[src/rtl/swsv_isqrt.sv]
// ----------------------------------------------------------------------------
// swsv_isqrt: pipelined 64-bit integer square root
// One digit-by-digit step per register stage, 32 stages, floor result.
// ----------------------------------------------------------------------------
module swsv_isqrt #(
  parameter int SIDE_W = 8
) (
  input  logic              clk,
  input  logic              rst_n,
  input  logic              en,
  input  logic              valid_in,
  input  logic [63:0]       x_in,
  input  logic [SIDE_W-1:0] side_in,
  output logic              valid_out,
  output logic [31:0]       root_out,
  output logic [SIDE_W-1:0] side_out
);

  localparam int STEPS = 32;

  logic [63:0]       x_r    [STEPS];
  logic [63:0]       root_r [STEPS];
  logic [SIDE_W-1:0] side_r [STEPS];
  logic              vld_r  [STEPS];

  for (genvar k = 0; k < STEPS; k++) begin : g_step
    logic [63:0]       x_p, root_p, bit_c, x_nxt, root_nxt;
    logic [SIDE_W-1:0] side_p;
    logic              vld_p;
    logic [64:0]       trial;

    if (k == 0) begin : g_first
      assign x_p    = x_in;
      assign root_p = '0;
      assign side_p = side_in;
      assign vld_p  = valid_in;
    end else begin : g_next
      assign x_p    = x_r[k-1];
      assign root_p = root_r[k-1];
      assign side_p = side_r[k-1];
      assign vld_p  = vld_r[k-1];
    end

    assign bit_c = 64'(1) << (62 - 2 * k);
    assign trial = {1'b0, root_p} + {1'b0, bit_c};

    always_comb begin
      if ({1'b0, x_p} >= trial) begin
        x_nxt    = x_p - trial[63:0];
        root_nxt = (root_p >> 1) + bit_c;
      end else begin
        x_nxt    = x_p;
        root_nxt = root_p >> 1;
      end
    end

    always_ff @(posedge clk) begin
      if (!rst_n) begin
        vld_r[k] <= 1'b0;
      end else if (en) begin
        vld_r[k] <= vld_p;
      end
    end

    always_ff @(posedge clk) begin
      if (en) begin
        x_r[k]    <= x_nxt;
        root_r[k] <= root_nxt;
        side_r[k] <= side_p;
      end
    end
  end

  assign valid_out = vld_r[STEPS-1];
  assign root_out  = root_r[STEPS-1][31:0];
  assign side_out  = side_r[STEPS-1];

endmodule

[config.mk]
export PLATFORM = sky130hd
export DESIGN_NAME = swsv_isqrt
export DESIGN_NICKNAME = d
export VERILOG_FILES = /design/src/rtl/swsv_isqrt.sv
export SDC_FILE = /design/constraint.sdc
export NUM_CORES = 2
export LEC_CHECK = 0
export BUFFER_PORTS_ARGS = -buffer_cell sky130_fd_sc_hd__buf_4
export CAP_MARGIN = 20
export CORE_MARGIN = 3
export CORE_UTILIZATION = 50
export DETAILED_ROUTE_END_ITERATION = 12
export PLACE_DENSITY_LB_ADDON = 0.05
export SYNTH_ARGS = -nofsm -noshare
export SYNTH_HDL_FRONTEND = slang
export SYNTH_MEMORY_MAX_BITS = 65536
export SYNTH_SLANG_ARGS = --single-unit
export TNS_END_PERCENT = 5
[constraint.sdc]
create_clock -name clk -period 3.5 [get_ports clk]
set_input_delay 0.875 -clock clk [delete_from_list [all_inputs] [get_ports clk]]
set_output_delay 0.875 -clock clk [all_outputs]
set_load 0.02 [all_outputs]
==> out/results.tsv <==
metric	value	unit
dieWidth	516	um
r2r_end	x_r[2][96]	
critPathCapture	x_r[2][96]	
sequential_cell_area	84100	sq um
p_leak	0.0579	uW
worstSetupStartpointType	register	
post_synth_edffs	2799	
critPathTopFamily	simple AND/OR/NAND/NOR gates	
worst_path_max_delay_cell	sky130_fd_sc_hd__or4_4	
quantity_of_hold_fixing_buffers_added_after_cts	0	
setup_viol	3	
grt_setup_unrepaired	yes	
power_density	650	nW/um^2
synthesis.yosys.warnings	0	
clkSlewWorstSetupHoldPaths	0.06	ns
timing.critical_path.arrival	4.10	ns
flow.area_growth_from_synthesis	17.4	%
core_region_area	258000	sq um
violation_count_after_the_first_detailed_route_iteration	7382	
ys_types	97	
wl	327000	um
synth_top_cell_by_area	sky130_fd_sc_hd__edfxtp_1	
cts_tree	done	
root_buffer	sky130_fd_sc_hd__clkbuf_16	
globalRoute.totalOverflow	0	
drt_pass1_iterations	6	
detail_route.drc_violations	0	
cell_area_after_technology_mapping	130000	sq um
max_slew_margin	43.5	%
layout_min_cycle_time	3.53	ns
min_period_over_period	101	%
origin_of_the_critical_flop_to_flop_path	x_r[2][52]	
async_reset_ff_share	0	%
postSynthNetCount	10700	
vertical_extent_of_the_die	516	um
setup.worst_path.end_class	register	
final.setup_skew	0.0901	ns
cell_count_after_synthesis	10100	
maxClockFrequency	0.283	GHz
dr_total_vias	84000	
drv_cap	0	
route.detailed.vias_per_inst	5.71	
crit_fanout	21	
critPathKind	reg2reg	
start_util	50.5	%
worst-endpoint-required	4.07	ns
rows	186	
placedInstanceArea	141000	sq um
violations	negative setup slack	
worst_skew_pair.late_latency	0.90	ns
place.detailed.instances	14100	
timing.final.ws_setup	-0.0283	ns
final_cell_count_no_fill	14700	
io_pins	117	
timing.critical_path.cells	or4_4 -> or3_4 -> or4_4 -> or4_4 -> a211oi_4 -> o2111ai_2 -> buf_4 -> buf_12 -> mux2_1	
worst-slew-pin-transition	0.840	ns
cts_max_level	5	
run_status	finished with violations	
cp_dominant_cell_by_count	sky130_fd_sc_hd__or4_4	
gpl.final_weighted_congestion	0.905	
layout_cell_share_with_drive_strength_beyond_1	15.2	%
synth_flop_cell	sky130_fd_sc_hd__edfxtp_1	
hold_path_class	in2reg	
via_count_of_the_first_global_routing_pass	81800	
grt_start_max_net_pins	104	
fill_cells	20700	
worst_reg_to_reg_path_cell_count	9	
setup.worst_path.start	x_r[2][52]	
multi_input_combinational_cell_area	44000	sq um
critical_path_buf_inv_count	2	
final_antenna_net_count	0	
fp.dieArea	266000	sq um
maximum_number_of_buffers_from_clock_root_to_sink	4	
post-dp-hpwl	247000	um
layout.cell_area.non_filler	153000	sq um
yosys_register_bits	2800	
timing.critical_path.depth	9	
synth_largest_type_area_fraction	64.6	%
grt_usage	24.0	%
ys_seq_area_share	64.6	%
grt_first_pass_wirelength	494000	um
tritoncts.num_buffers	310	
nets	11700	
number_of_antenna_violations_at_the_first_check_in_global_routing	14	
post_synth_main_area_contributors	sky130_fd_sc_hd__edfxtp_1 (65%), sky130_fd_sc_hd__ha_1 (5.4%), sky130_fd_sc_hd__xnor2_1 (3.1%)	
max-vdd-ir-drop	0.000484	V
max_stage_delay	0.55	ns
numPortBuffers	116	
hold_violations	0	
timing_max_transition_violations_final	0	
ff2ff_setup_slack	-0.03	ns
clock_sinks	2800	
post_drt_wl_per_cell	22.2	um
syn-mean-instance-area	12.9	sq um
==> synthesized netlist by cell type (12+ instances only) <==
library cell,n
sky130_fd_sc_hd__a2111oi_0,12
sky130_fd_sc_hd__o41ai_1,13
sky130_fd_sc_hd__o211ai_1,45
sky130_fd_sc_hd__a21boi_0,19
sky130_fd_sc_hd__o31ai_1,43
sky130_fd_sc_hd__and2_1,27
sky130_fd_sc_hd__nand3_1,160
sky130_fd_sc_hd__mux2_2,64
sky130_fd_sc_hd__o21ai_0,520
sky130_fd_sc_hd__nand4b_1,25
sky130_fd_sc_hd__buf_2,23
sky130_fd_sc_hd__nand3b_1,35
sky130_fd_sc_hd__ha_1,558
sky130_fd_sc_hd__a21o_1,230
sky130_fd_sc_hd__a211oi_1,54
sky130_fd_sc_hd__and4_1,23
sky130_fd_sc_hd__nor4_1,341
sky130_fd_sc_hd__a211o_1,19
sky130_fd_sc_hd__edfxtp_1,2799
sky130_fd_sc_hd__mux2i_1,17
sky130_fd_sc_hd__inv_1,676
sky130_fd_sc_hd__nor2_1,613
sky130_fd_sc_hd__nor3_1,291
sky130_fd_sc_hd__xnor2_1,456
sky130_fd_sc_hd__clkbuf_1,185
sky130_fd_sc_hd__nor2b_1,75
sky130_fd_sc_hd__nor3b_1,24
sky130_fd_sc_hd__nor4b_1,62
sky130_fd_sc_hd__a31oi_1,49
sky130_fd_sc_hd__xor2_1,409
sky130_fd_sc_hd__nand2b_1,116
sky130_fd_sc_hd__o21a_1,86
sky130_fd_sc_hd__or3_1,88
sky130_fd_sc_hd__nand2_1,695
sky130_fd_sc_hd__a311oi_1,12
sky130_fd_sc_hd__o21bai_1,48
sky130_fd_sc_hd__buf_1,13
sky130_fd_sc_hd__or2_2,43
sky130_fd_sc_hd__and3_1,81
sky130_fd_sc_hd__nand4_1,185
sky130_fd_sc_hd__o31a_1,12
sky130_fd_sc_hd__o2111ai_1,13
sky130_fd_sc_hd__a21oi_1,546
sky130_fd_sc_hd__or4_1,73
==> power by group <==
group | total, uW | switching (uW) | internal, uW
combinational | 21600 | 12300 | 9300
sequential | 45400 | 3190 | 42200
clock | 32300 | 13200 | 19100
==> layer usage <==
layer  up-vias  wire length, um  GRT usage [%]
met5         -                0              0
met4         0             7090           5.50
met3       427            16200           2.69
met2      2143           151000           38.2
met1     41400           152000           35.7
li1      40000                -              -
==> cell families after synthesis <==
logic type | share of synthesized area [%]
compound gates | 8.78
xor+xnor | 5.82
fa+ha+maj | 5.37
buf+inv | 2.64
flops | 64.6
mux | 0.728
simple gates | 12.0
==> final cells by class <==
type                       instances  share of cell area [%]
antenna                            5                 0.00819
clock buffer                     360                    5.25
clock inverter                   191                    1.35
inverter                         678                    1.67
multi-input combinational       6365                    28.8
sequential                      2800                    55.0
tap                             3384                    2.77
timing repair buffer             923                    5.09
==> worst min-delay path by stage <==
stage,start,endpoint,slack [ns],cells after the start
3_5_place_dp,side_r[12][4],side_r[13][4],0.40,0
3_3_place_gp,side_r[16][3],side_r[17][3],0.40,0
4_1_cts,side_in[3],side_r[0][3],0.06,1
5_1_grt,side_in[3],side_r[0][3],0.08,1
6_report,side_in[0],side_r[0][0],0.15,1
2_1_floorplan,side_r[9][0],side_r[10][0],0.40,0
==> timing repair <==
action | 4_1_cts | 5_1_grt
pin swaps | 9 | 39
resized for setup | 55 | 212
setup endpoints to repair | 226 | 501
gates cloned | 2 | 2
buffers inserted | 0 | 17
==> state kept, by name (all words and copies together) (netlist names) <==
signal,cells
x_r,1984
root_r,528
side_r,256
vld_r,32
==> layout by cell type (no fill, tap or decap), types with 274 or more instances in the layout <==
cell type / synthesis / routed
sky130_fd_sc_hd__clkbuf_16: 0 / 314
sky130_fd_sc_hd__buf_4: 2 / 848
sky130_fd_sc_hd__nor4_1: 341 / 293
sky130_fd_sc_hd__a21oi_1: 546 / 533
sky130_fd_sc_hd__ha_1: 558 / 535
sky130_fd_sc_hd__nor3_1: 291 / 274
sky130_fd_sc_hd__nor2_1: 613 / 609
sky130_fd_sc_hd__nand2_1: 695 / 695
sky130_fd_sc_hd__inv_1: 676 / 675
sky130_fd_sc_hd__edfxtp_1: 2799 / 2799
sky130_fd_sc_hd__o21ai_0: 520 / 510
sky130_fd_sc_hd__xnor2_1: 456 / 450
sky130_fd_sc_hd__xor2_1: 409 / 407
==> through the flow <==
step | setup slack, ns | power [uW] | hold slack (ns) | util [%] | setup TNS, ns
after floorplan | 0.0112 | 58000 | 0.400 | - | 0
after global placement | -0.550 | 66600 | 0.400 | 54.7 | -26.59
after detailed placement | -0.566 | 66800 | 0.405 | 54.7 | -38.99
after CTS | -0.0532 | 99600 | 0.0640 | 58.7 | -0.168
after global routing | -0.156 | 104000 | 0.0841 | 59.2 | -2.88
final | -0.0283 | 99200 | 0.147 | 59.2 | -0.0681
No activity file was read; power rests on OpenSTA's default activity.
